## src/hdl/ktn_pkg.sv

```systemverilog
// shared types, constants and control program of the k-ary tree neighbour block
`timescale 1ns / 1ps

package ktn_pkg;

    localparam int MAX_FANOUT = 32;
    localparam int MAX_NODES  = 4096;

    localparam int RANK_W  = 12;
    localparam int SIZE_W  = 13;
    localparam int FAN_W   = 6;
    localparam int SLOT_W  = 5;
    localparam int ACC_W   = 24;
    localparam int STEP_W  = 4;

    localparam int DATA_IN_W  = 24;
    localparam int DATA_OUT_W = 24;
    localparam int USER_OUT_W = 2;

    localparam logic REG_NODE_COUNT = 1'b0;
    localparam logic REG_FANOUT     = 1'b1;

    typedef logic [STEP_W-1:0] step_t;

    localparam step_t STEP_IDLE       = 4'd0;
    localparam step_t STEP_CHK_BAD    = 4'd1;
    localparam step_t STEP_CHK_SMALL  = 4'd2;
    localparam step_t STEP_LEVEL      = 4'd3;
    localparam step_t STEP_PREP       = 4'd4;
    localparam step_t STEP_COUNT      = 4'd5;
    localparam step_t STEP_PARENT     = 4'd6;
    localparam step_t STEP_EMIT_PAR   = 4'd7;
    localparam step_t STEP_KID_CHK    = 4'd8;
    localparam step_t STEP_EMIT_KID   = 4'd9;
    localparam step_t STEP_EMIT_BAD   = 4'd10;
    localparam step_t STEP_EMIT_SMALL = 4'd11;

    typedef enum logic [3:0] {
        OP_NOP,
        OP_LOAD,
        OP_LEVEL,
        OP_PREP,
        OP_COUNT,
        OP_PSUB,
        OP_EMIT_PAR,
        OP_EMIT_KID,
        OP_EMIT_BAD,
        OP_EMIT_SMALL
    } dp_op_t;

    typedef enum logic [3:0] {
        COND_ALWAYS,
        COND_IN_VALID,
        COND_BAD,
        COND_SMALL,
        COND_LEVEL,
        COND_CHILD,
        COND_PSTEP,
        COND_MORE,
        COND_OUT_FREE
    } cond_t;

    typedef struct packed {
        cond_t  cond;
        dp_op_t op;
        step_t  t_true;
        step_t  t_false;
    } ucode_t;

    typedef struct packed {
        dp_op_t op;
        logic   fire;
    } dp_ctl_t;

    typedef struct packed {
        logic bad;
        logic small_tree;
        logic level_more;
        logic child_ok;
        logic par_step;
        logic more_kids;
    } dp_stat_t;

    typedef struct packed {
        logic               kind;
        logic [SIZE_W-1:0]  neighbour;
        logic [SLOT_W-1:0]  slot;
        logic [FAN_W-1:0]   child_count;
        logic               bad;
        logic               last;
    } result_t;

    // control program: on a true condition run op and go to t_true, else go to t_false
    function automatic ucode_t ucode_rom(input step_t pc);
        ucode_t w;
        begin
            case (pc)
                STEP_IDLE:       w = '{COND_IN_VALID, OP_LOAD,       STEP_CHK_BAD,   STEP_IDLE};
                STEP_CHK_BAD:    w = '{COND_BAD,      OP_NOP,        STEP_EMIT_BAD,  STEP_CHK_SMALL};
                STEP_CHK_SMALL:  w = '{COND_SMALL,    OP_NOP,        STEP_EMIT_SMALL, STEP_LEVEL};
                STEP_LEVEL:      w = '{COND_LEVEL,    OP_LEVEL,      STEP_LEVEL,     STEP_PREP};
                STEP_PREP:       w = '{COND_ALWAYS,   OP_PREP,       STEP_COUNT,     STEP_COUNT};
                STEP_COUNT:      w = '{COND_CHILD,    OP_COUNT,      STEP_COUNT,     STEP_PARENT};
                STEP_PARENT:     w = '{COND_PSTEP,    OP_PSUB,       STEP_PARENT,    STEP_EMIT_PAR};
                STEP_EMIT_PAR:   w = '{COND_OUT_FREE, OP_EMIT_PAR,   STEP_KID_CHK,   STEP_EMIT_PAR};
                STEP_KID_CHK:    w = '{COND_MORE,     OP_NOP,        STEP_EMIT_KID,  STEP_IDLE};
                STEP_EMIT_KID:   w = '{COND_OUT_FREE, OP_EMIT_KID,   STEP_KID_CHK,   STEP_EMIT_KID};
                STEP_EMIT_BAD:   w = '{COND_OUT_FREE, OP_EMIT_BAD,   STEP_IDLE,      STEP_EMIT_BAD};
                STEP_EMIT_SMALL: w = '{COND_OUT_FREE, OP_EMIT_SMALL, STEP_IDLE,      STEP_EMIT_SMALL};
                default:         w = '{COND_ALWAYS,   OP_NOP,        STEP_IDLE,      STEP_IDLE};
            endcase
            return w;
        end
    endfunction

endpackage

```

## src/hdl/ktn_datapath.sv

```systemverilog
// datapath of the neighbour generator: level search, child count, parent walk, result forming
`timescale 1ns / 1ps

module ktn_datapath
    import ktn_pkg::*;
(
    input  logic              clk,
    input  dp_ctl_t           ctl,
    input  logic [RANK_W-1:0] in_rank,
    input  logic [RANK_W-1:0] in_root,
    input  logic [SIZE_W-1:0] node_count,
    input  logic [FAN_W-1:0]  fanout,
    output dp_stat_t          stat,
    output result_t           res
);

    logic [RANK_W-1:0] rank_reg, rank_next;
    logic [RANK_W-1:0] root_reg, root_next;
    logic [SIZE_W-1:0] size_reg, size_next;
    logic [FAN_W-1:0]  k_reg, k_next;
    logic [RANK_W-1:0] s_reg, s_next;
    logic [ACC_W-1:0]  num_reg, num_next;
    logic [ACC_W-1:0]  pow_reg, pow_next;
    logic [ACC_W-1:0]  delta_reg, delta_next;
    logic [ACC_W-1:0]  pstep_reg, pstep_next;
    logic [ACC_W-1:0]  c_reg, c_next;
    logic [RANK_W-1:0] sparent_reg, sparent_next;
    logic [RANK_W-1:0] slimit_reg, slimit_next;
    logic [FAN_W-1:0]  n_reg, n_next;
    logic [FAN_W-1:0]  i_reg, i_next;

    logic [SIZE_W-1:0] size_sat;
    logic [FAN_W-1:0]  k_sat;
    logic [SIZE_W-1:0] s_wide;
    logic [ACC_W+FAN_W-1:0] pow_prod;
    logic [ACC_W-1:0]  slimit_wide;
    logic [SIZE_W-1:0] par_sum;
    logic [SIZE_W-1:0] par_mod;
    logic [SIZE_W-1:0] kid_sum;
    logic [SIZE_W-1:0] kid_mod;

    // saturate configuration
    always_comb
    begin
        if (node_count > SIZE_W'(MAX_NODES))
            size_sat = SIZE_W'(MAX_NODES);
        else
            size_sat = node_count;
        if (fanout == '0)
            k_sat = FAN_W'(1);
        else if (fanout > FAN_W'(MAX_FANOUT))
            k_sat = FAN_W'(MAX_FANOUT);
        else
            k_sat = fanout;
    end

    // rank shifted by the root, modulo the tree size
    always_comb
    begin
        if (in_rank >= in_root)
            s_wide = {1'b0, in_rank} - {1'b0, in_root};
        else
            s_wide = {1'b0, in_rank} + size_sat - {1'b0, in_root};
    end

    assign pow_prod    = {{FAN_W{1'b0}}, pow_reg} * {{ACC_W{1'b0}}, k_reg};
    assign slimit_wide = num_reg - delta_reg;

    assign par_sum = {1'b0, sparent_reg} + {1'b0, root_reg};
    assign par_mod = (par_sum >= size_reg) ? par_sum - size_reg : par_sum;
    assign kid_sum = {1'b0, c_reg[RANK_W-1:0]} + {1'b0, root_reg};
    assign kid_mod = (kid_sum >= size_reg) ? kid_sum - size_reg : kid_sum;

    always_comb
    begin
        stat.bad        = ({1'b0, rank_reg} >= size_reg) || ({1'b0, root_reg} >= size_reg);
        stat.small_tree = size_reg < SIZE_W'(2);
        stat.level_more = num_reg <= ACC_W'(s_reg);
        stat.child_ok   = (n_reg < k_reg) && (c_reg < ACC_W'(size_reg));
        stat.par_step   = (sparent_reg >= slimit_reg) && (ACC_W'(sparent_reg) >= pstep_reg);
        stat.more_kids  = i_reg < n_reg;
    end

    always_comb
    begin
        res.kind        = 1'b0;
        res.neighbour   = '1;
        res.slot        = '0;
        res.child_count = '0;
        res.bad         = 1'b0;
        res.last        = 1'b1;
        case (ctl.op)
            OP_EMIT_PAR:
            begin
                res.neighbour   = par_mod;
                res.child_count = n_reg;
                res.last        = (n_reg == '0);
            end
            OP_EMIT_KID:
            begin
                res.kind        = 1'b1;
                res.neighbour   = kid_mod;
                res.slot        = i_reg[SLOT_W-1:0];
                res.child_count = n_reg;
                res.last        = (i_reg + FAN_W'(1)) == n_reg;
            end
            OP_EMIT_BAD:
            begin
                res.bad = 1'b1;
            end
            default:
            begin
                res.last = 1'b1;
            end
        endcase
    end

    always_comb
    begin
        rank_next    = rank_reg;
        root_next    = root_reg;
        size_next    = size_reg;
        k_next       = k_reg;
        s_next       = s_reg;
        num_next     = num_reg;
        pow_next     = pow_reg;
        delta_next   = delta_reg;
        pstep_next   = pstep_reg;
        c_next       = c_reg;
        sparent_next = sparent_reg;
        slimit_next  = slimit_reg;
        n_next       = n_reg;
        i_next       = i_reg;
        if (ctl.fire)
        begin
            case (ctl.op)
                OP_LOAD:
                begin
                    rank_next  = in_rank;
                    root_next  = in_root;
                    size_next  = size_sat;
                    k_next     = k_sat;
                    s_next     = s_wide[RANK_W-1:0];
                    num_next   = '0;
                    pow_next   = ACC_W'(1);
                    delta_next = ACC_W'(1);
                    pstep_next = ACC_W'(1);
                end
                OP_LEVEL:
                begin
                    num_next   = num_reg + pow_reg;
                    pstep_next = delta_reg;
                    delta_next = pow_reg;
                    pow_next   = pow_prod[ACC_W-1:0];
                end
                OP_PREP:
                begin
                    sparent_next = s_reg;
                    slimit_next  = slimit_wide[RANK_W-1:0];
                    c_next       = ACC_W'(s_reg) + delta_reg;
                    n_next       = '0;
                end
                OP_COUNT:
                begin
                    n_next = n_reg + FAN_W'(1);
                    c_next = c_reg + delta_reg;
                end
                OP_PSUB:
                begin
                    sparent_next = sparent_reg - pstep_reg[RANK_W-1:0];
                end
                OP_EMIT_PAR:
                begin
                    c_next = ACC_W'(s_reg) + delta_reg;
                    i_next = '0;
                end
                OP_EMIT_KID:
                begin
                    c_next = c_reg + delta_reg;
                    i_next = i_reg + FAN_W'(1);
                end
                default:
                begin
                    n_next = n_reg;
                end
            endcase
        end
    end

    always_ff @(posedge clk)
    begin
        rank_reg    <= rank_next;
        root_reg    <= root_next;
        size_reg    <= size_next;
        k_reg       <= k_next;
        s_reg       <= s_next;
        num_reg     <= num_next;
        pow_reg     <= pow_next;
        delta_reg   <= delta_next;
        pstep_reg   <= pstep_next;
        c_reg       <= c_next;
        sparent_reg <= sparent_next;
        slimit_reg  <= slimit_next;
        n_reg       <= n_next;
        i_reg       <= i_next;
    end

endmodule

```

## src/hdl/kary_tree_neighbors.sv

```systemverilog
// top level: config registers, microcoded sequencer and output register of the neighbour generator
//
// usage: each input transaction carries a node rank and a root rank; the block answers with a
// run of output transactions: the parent first, then every child in order, tlast on the final one
// a node or root rank not below the node count gives a single transaction flagged bad in tuser
// config: node_count (index 0) and fanout (index 1) are written through cfg_we/cfg_index/cfg_data
// by the user only while the block is idle, which the block does not enforce;
// reset loads node_count 1 and fanout 2
// sequence: load and checks of the rank and tree size, level search, setup, child count,
// parent walk, then the parent, each child with a check before it, and one closing check
// throughput: one input transaction at a time; the step counter of the control program sets the
// pace; the last output waits in the output register while the next input is taken
// stall: when m_axis_tready is low a full output register holds and the program waits at its emit step
// reset: the step counter returns to idle and the output register empties
`timescale 1ns / 1ps

module kary_tree_neighbors
    import ktn_pkg::*;
(
    input  logic                  clk,
    input  logic                  rst_n,
    input  logic                  cfg_we,
    input  logic                  cfg_index,
    input  logic [SIZE_W-1:0]     cfg_data,
    input  logic                  s_axis_tvalid,
    output logic                  s_axis_tready,
    input  logic [DATA_IN_W-1:0]  s_axis_tdata,   // node_rank, root_rank
    output logic                  m_axis_tvalid,
    input  logic                  m_axis_tready,
    output logic [DATA_OUT_W-1:0] m_axis_tdata,   // neighbour, slot, child_count
    output logic [USER_OUT_W-1:0] m_axis_tuser,   // kind, bad
    output logic                  m_axis_tlast
);

    logic [SIZE_W-1:0] node_count_reg, node_count_next;
    logic [FAN_W-1:0]  fanout_reg, fanout_next;
    step_t             pc_reg, pc_next;

    logic                  out_valid_reg, out_valid_next;
    logic [DATA_OUT_W-1:0] out_data_reg, out_data_next;
    logic [USER_OUT_W-1:0] out_user_reg, out_user_next;
    logic                  out_last_reg, out_last_next;

    ucode_t   word;
    logic     cond_hit;
    logic     out_free;
    logic     emit;
    dp_ctl_t  ctl;
    dp_stat_t stat;
    result_t  res;

    ktn_datapath u_dp (
        .clk        (clk),
        .ctl        (ctl),
        .in_rank    (s_axis_tdata[RANK_W-1:0]),
        .in_root    (s_axis_tdata[2*RANK_W-1:RANK_W]),
        .node_count (node_count_reg),
        .fanout     (fanout_reg),
        .stat       (stat),
        .res        (res)
    );

    // config writes
    always_comb
    begin
        node_count_next = node_count_reg;
        fanout_next     = fanout_reg;
        if (cfg_we)
        begin
            case (cfg_index)
                REG_NODE_COUNT: node_count_next = cfg_data;
                REG_FANOUT:     fanout_next     = cfg_data[FAN_W-1:0];
                default:        node_count_next = node_count_reg;
            endcase
        end
    end

    assign word     = ucode_rom(pc_reg);
    assign out_free = !out_valid_reg || m_axis_tready;

    // condition select
    always_comb
    begin
        case (word.cond)
            COND_ALWAYS:   cond_hit = 1'b1;
            COND_IN_VALID: cond_hit = s_axis_tvalid;
            COND_BAD:      cond_hit = stat.bad;
            COND_SMALL:    cond_hit = stat.small_tree;
            COND_LEVEL:    cond_hit = stat.level_more;
            COND_CHILD:    cond_hit = stat.child_ok;
            COND_PSTEP:    cond_hit = stat.par_step;
            COND_MORE:     cond_hit = stat.more_kids;
            COND_OUT_FREE: cond_hit = out_free;
            default:       cond_hit = 1'b0;
        endcase
    end

    // next step
    always_comb
    begin
        if (cond_hit)
            pc_next = word.t_true;
        else
            pc_next = word.t_false;
    end

    // control outputs
    always_comb
    begin
        ctl.op        = word.op;
        ctl.fire      = cond_hit;
        s_axis_tready = (pc_reg == STEP_IDLE);
        emit          = cond_hit && (word.op inside {OP_EMIT_PAR, OP_EMIT_KID,
                                                     OP_EMIT_BAD, OP_EMIT_SMALL});
    end

    // output register
    always_comb
    begin
        out_valid_next = out_valid_reg;
        out_data_next  = out_data_reg;
        out_user_next  = out_user_reg;
        out_last_next  = out_last_reg;
        if (emit)
        begin
            out_valid_next = 1'b1;
            out_data_next  = {res.child_count, res.slot, res.neighbour};
            out_user_next  = {res.bad, res.kind};
            out_last_next  = res.last;
        end
        else if (m_axis_tready)
        begin
            out_valid_next = 1'b0;
        end
    end

    assign m_axis_tvalid = out_valid_reg;
    assign m_axis_tdata  = out_data_reg;
    assign m_axis_tuser  = out_user_reg;
    assign m_axis_tlast  = out_last_reg;

    always_ff @(posedge clk or negedge rst_n)
    begin
        if (!rst_n)
        begin
            node_count_reg <= SIZE_W'(1);
            fanout_reg     <= FAN_W'(2);
            pc_reg         <= STEP_IDLE;
            out_valid_reg  <= 1'b0;
        end
        else
        begin
            node_count_reg <= node_count_next;
            fanout_reg     <= fanout_next;
            pc_reg         <= pc_next;
            out_valid_reg  <= out_valid_next;
        end
    end

    always_ff @(posedge clk)
    begin
        out_data_reg <= out_data_next;
        out_user_reg <= out_user_next;
        out_last_reg <= out_last_next;
    end

endmodule
```

## config.mk

```make
export PLATFORM = sky130hd
export DESIGN_NAME = kary_tree_neighbors
export DESIGN_NICKNAME = d
export VERILOG_FILES = /design/src/hdl/ktn_pkg.sv /design/src/hdl/ktn_datapath.sv /design/src/hdl/kary_tree_neighbors.sv
export SDC_FILE = /design/constraint.sdc
export NUM_CORES = 1
export LEC_CHECK = 0
export BUFFER_PORTS_ARGS = -buffer_cell sky130_fd_sc_hd__buf_2
export CELL_PAD_IN_SITES_DETAIL_PLACEMENT = 1
export CELL_PAD_IN_SITES_GLOBAL_PLACEMENT = 2
export CORE_MARGIN = 2
export CORE_UTILIZATION = 40
export DETAILED_ROUTE_END_ITERATION = 10
export GPL_TIMING_DRIVEN = 0
export MAX_ROUTING_LAYER = met4
export PLACE_DENSITY_LB_ADDON = 0.1
export SYNTH_ARGS = -nofsm -noshare
export SYNTH_HDL_FRONTEND = slang
export SYNTH_SLANG_ARGS = --single-unit
```

## constraint.sdc

```tcl
create_clock -name clk -period 8.45 [get_ports clk]
set_clock_uncertainty 0.05 [all_clocks]
set_input_delay 1.69 -clock clk [delete_from_list [all_inputs] [get_ports clk]]
set_output_delay 1.69 -clock clk [all_outputs]
set_load 0.01 [all_outputs]
```

== Word level (Yosys, flattened, before mapping) ==
Memories as Yosys holds them, arrays and structs flattened.
Cells that the tools add are included.
Operators by class
  mux-type cells: 21
  $mul: 1
  add/sub/neg operators: 14
  magnitude comparators: 14
  reduce and logical (&&, ||, !) cells: 30
  equal/unequal tests: 18
  bitwise operators: 1
Operators with widths (number)
  24-bit case mux with 2 select lines: 5
  24-bit adder: 2
  12-bit subtractor: 4
  13-bit two-way mux: 3
  4-bit by 3-bit == test with 1-bit output (second input constant): 8
  12-bit by 12-bit adder with 13-bit output: 2
  12-bit by 13-bit greater-or-equal comparator with 1-bit output: 2
  13-bit greater-or-equal comparator: 2
  13-bit case mux with 2 select lines: 1
  13-bit subtractor: 2
  12-bit by 24-bit adder with 24-bit output: 1
  12-bit greater-or-equal comparator: 2
  12-bit by 24-bit greater-or-equal comparator with 1-bit output: 1
  24-bit by 12-bit <= comparator with 1-bit output: 1
  24-bit by 13-bit < comparator with 1-bit output: 1
  24-bit by 6-bit multiplier with 24-bit output: 1
  12-bit case mux with 2 select lines: 1
  6-bit case mux with 2 select lines: 2
  2-bit AND reduction: 9
  4-bit by 2-bit == test with 1-bit output (second input constant): 4
  13-bit greater-than comparator (second input constant): 1
  13-bit by 2-bit < comparator with 1-bit output (second input constant): 1
  12-bit adder: 1
  6-bit by 1-bit adder with 6-bit output (second input constant): 2
  20 further kinds: 40
Word-level totals
  memory bits (read-only): 256
  memories: 1
  flip-flop bits (word level): 262
  word-level logic and storage cells: 124
Memory list
  (no name shown): depth 16, bits a word 16, read ports 1, clocked after memory_dff 0, write ports 0, line ktn_pkg.sv:97  | case (pc)

== Depth between registers and ports, before layout ==
  depth after elaboration: 5
  gate-level depth with buffers: 23

== Hierarchy ==
A second synthesis with hierarchy kept.
Second synthesis, totals
  cell total of the unflattened synthesis: 2274
  area total of the unflattened synthesis: 22547.9 um^2
Modules (own cells, without submodules)
  ktn_datapath: area each 20302.0 um^2, instances 1, cells an instance 2119
  kary_tree_neighbors: area each 2245.9 um^2, instances 1, cells an instance 155

== Worst setup path after synthesis ==
Ideal clock, no wire load.
  kind: flip-flop to flip-flop
  from: register pc_reg[0]
  to: register u_dp.delta_reg[0], enable pin
  path slack: 672 ps
  data arrival time: 7146 ps
  library setup time: 582 ps
  stages on the path, launching flop included: 13
  data required time: 7818 ps
  period minus slack after synthesis: 7778 ps
  path buffers: 3
  path through: dfrtp_1 > clkbuf_1 > inv_1 > ha_1 > buf_2 > or4b_1 > a21o_1 > nor2_4 > o211ai_2 > a31oi_2 > a2111oi_4 > buf_6 > a21oi_1
Between the ends
  cells in the longest elaborated chain, start to end: 4
RTL lines
  start, declared: line kary_tree_neighbors.sv:37  | step_t pc_reg, pc_next;
  start signal, assigned: line kary_tree_neighbors.sv:155  | pc_reg <= pc_next;
  memory read 16 x 16 bit *
  4-bit == test (tied with other cells): line kary_tree_neighbors.sv:84  | case (word.cond)
  1-bit case mux with 9 select lines / 2-bit nonzero test (equally long branches)
  2-bit AND reduction (no line) *
  end signal, assigned: line ktn_datapath.sv:199  | delta_reg <= delta_next;
  end, declared: line ktn_datapath.sv:24  | logic [ACC_W-1:0] delta_reg, delta_next;
Mark *: on every way between the ends. The rest lies on a longest branch, timed or not.
A chain may end at the register's enable or synchronous reset.

== Final worst setup path ==
  from: register pc_reg[0]
  to: register u_dp.c_reg[23] (data pin)
Between the ends
  cells in the longest elaborated chain, start to end: 4
RTL lines
  memory read 16 x 16 bit *
  4-bit by 3-bit == test with 1-bit output / 4-bit by 2-bit == test with 1-bit output (equally long branches): line ktn_datapath.sv:136  | case (ctl.op)
  2-bit OR reduction (no line)
  24-bit case mux with 2 select lines *: line ktn_datapath.sv:136
  end signal, assigned: line ktn_datapath.sv:201  | c_reg <= c_next;
  end, declared: line ktn_datapath.sv:26  | logic [ACC_W-1:0] c_reg, c_next;
Marked as above.

==> flow_summary.toml <==
[critical_path]
required_ns = 8.71
start_kind = "register"
cp_data_arrival_time_ns = 7.05
path_class = "reg -> reg"
max_stage_delay_ns = 0.73
crit_path_max_fanout = 11
path_cells = "clkbuf_1 -> inv_1 -> ha_1 -> buf_2 -> o21ai_0 -> o31ai_1 -> clkbuf_1 -> nand3_1 -> nand2_2 -> clkbuf_1 -> o21ai_0 -> ha_1 -> clkbuf_1 -> a211oi_1 -> o21ai_0 -> o211ai_1 -> a21oi_1 -> a41oi_1 -> o211ai_1 -> a21oi_1 -> xnor2_1"
crit_slowest_cell = "clkbuf_1"
crit_path_end_kind = "register"
crit_top_cell = "clkbuf_1"

[floorplan]
start_util = 0.4041
boundaryPins = 72
coreArea_sq_mm = 0.05639
die_w_um = 242.7
die-area_sq_mm = 0.05889
rows = 87
die_h_um = 242.7

[clock_network]
clk_path_buf_depth = 3
clk_pin_slew_ns = 0.05
cts-buffers-inserted = 36
cts_root_buf = "clkbuf_16"
cts_max_level = 2
clock_latency_ns = 0.57
post_cts_buffers = 0
cts.sinks = 262
postCtsHoldBufs = 0
post_cts_resize_count = 0
cts_tree = "built"

[logic_synthesis]
ys.warnings.count = 0
synthMuxAreaShare = 0.02510
async_flop_share = 0.09160
synth_top_area_cell = "edfxtp_1"
synth-xor-area-share = 0.05036
yosys.area.top_type_share = 0.3137
synth_area_leaders = "edfxtp_1 (31%), ha_1 (14%), fa_1 (8.5%), inv_1 (4.5%), and2_1 (4.3%)"
synth-compound-area-share = 0.1389
syn_area_sq_mm = 0.02278
synth-main-ff-cell = "edfxtp_1"
synth-simple-area-share = 0.1685
synth_cells = 2332
synth_cell_types = 86
synth_top_family_by_area = "adder cells"
synth_seq_cells = 262
yosysSeqAreaShare = 0.3401
synthAdderAreaFrac = 0.2209
synth-edff-count = 238
synth.avg_cell_area_sq_um = 9.770
synth_nets = 2719

[drt]
routedWlPerCell_um = 21.47
first_pass_iters = 5
drt_iter0_markers = 888
vias_per_cell = 5.437
antenna_left = 0
drc = 0
drt_wl_total_mm = 69.33
vias = 17560

[global_route]
antenna_found_initial = 2
grt_pass1_wl_mm = 109.1
track_usage = 0.2449
grt_pass1_vias = 18700
grt_overflow_total = 0
grt_max_degree = 35

[timing]
slew_viol_final = 0
worstMarginPinSlew_ns = 1.333
finalCriticalPeriod_ns = 6.796
rsz0062_at_grt = "no"
slew_headroom = 0.1111
setup_viol = 0
hold_violations = 0
setup_ws_ns = 1.654
fmax_ghz = 0.1472
finalCritPeriodShare = 0.8042

[min_path]
hp-class = "reg -> reg"

[run]
maxCapViolCount = 0

[place]
hpwlAfterDp_mm = 56.33
io_buffers = 71
post-place-ws_ns = 1.798
place.gp.congestion = 0.8839

[final_layout]
nets = 2832
post-route-util = 0.4501
syn_to_final_growth_pct = 11.39
drive_gt1_frac = 0.08293

[run_status]
status = "complete, no violations"
-- layer usage --
layer	wire length [um]	global-route usage	vias to the layer above
li1	-	-	8470
met1	33390	0.3363	8729
met2	31680	0.3863	268
met3	2712	0.03151	90
met4	1542	0.05630	0
met5	0	-	-
-- cell usage after synthesis, types with 23 or more instances --
library cell / number
o21ai_0: 118
xor2_1: 35
nand2_1: 119
and2_1: 158
a21oi_1: 118
inv_1: 275
o211ai_1: 23
o21a_1: 32
nor2_1: 154
a21o_1: 40
fa_1: 97
nand2b_1: 29
nand3_1: 44
nor2b_1: 50
edfxtp_1: 238
nor3_1: 53
clkbuf_1: 40
ha_1: 247
mux2_2: 25
xnor2_1: 96
mux2i_1: 29
-- worst paths after layout --
check,startpoint,to,slack [ns],cells past startpoint
worst max-delay path,pc_reg[0],u_dp.c_reg[23],1.65,21
worst min-delay path,node_count_reg[2],node_count_reg[2],0.45,1
worst max register to register,pc_reg[0],u_dp.c_reg[23],1.65,21
worst min register to register,node_count_reg[2],node_count_reg[2],0.45,1
max in group asynchronous,rst_n,node_count_reg[11],6.76,1
min in group asynchronous,rst_n,pc_reg[1],1.13,1
-- placed cells by master (no fill, tap or decap), types with 7 or more instances in the layout --
master,n
mux2_2,25
o21ai_0,118
edfxtp_1,238
clkbuf_1,52
o21bai_1,14
or4_1,7
inv_1,275
a21oi_1,116
dfrtp_1,22
nor4_1,16
and2_1,158
a31oi_1,14
a211oi_1,14
nor3b_1,7
nor2_1,153
buf_2,79
nand2b_1,29
clkinv_2,8
ha_1,247
fa_1,97
nand3_1,44
o31ai_1,8
o211ai_1,23
or3_1,22
and3_1,20
a21boi_0,11
nand2_1,119
clkbuf_16,37
mux2i_1,29
xor2_1,35
xnor2_1,96
a21o_1,40
o21a_1,32
nor3_1,53
nand4_1,21
a22oi_1,11
nor2b_1,50
-- stage by stage --
stage / area [sq um] / hold slack [ns] / setup TNS, ns / cells
after floorplan: 22780 / 0.4227 / 0 / 2332
after global placement: 24090 / 0.4419 / -271.76 / 3159
after detailed placement: 24220 / 0.4439 / 0 / 3163
after CTS: 25380 / 0.4566 / 0 / 3228
after global routing: 25380 / 0.4634 / 0 / 3228
final: 25380 / 0.4538 / 0 / 3229
-- kinds of logic after synthesis --
group | after synthesis
adder cells (fa/ha/maj) | 344
flip-flops | 262
buffers and inverters | 330
multiplexers | 54
XOR/XNOR | 131
AO/OA/AOI/OAI | 482
AND/OR/NAND/NOR | 729
-- area by class of cell --
| cell class | instances | area (sq um) |
|---|---|---|
| plain buffers | 55 | 246.5 |
| fillers | 6486 | 31010 |
| clock inverters | 13 | 150.1 |
| inverters | 275 | 1032 |
| well taps | 756 | 945.9 |
| flip-flops and latches | 262 | 7750 |
| multi-input cells | 1740 | 13810 |
| clock buffers | 52 | 1012 |
| diodes | 1 | 2.502 |
| repair buffers | 75 | 435.4 |
-- worst max-delay path: cells and delay by family (launching register included) --
kind | cells | cell delay, ns
AO/OA/AOI/OAI | 10 | 2.31
adder cells (fa/ha/maj) | 2 | 0.61
XOR/XNOR | 1 | 0.09
flip-flops | 1 | 0.37
AND/OR/NAND/NOR | 2 | 1.01
buffers and inverters | 6 | 2.09
Power is not shown: default switching activity piles up to over one toggle a cycle in this logic, so the estimate is an artifact.
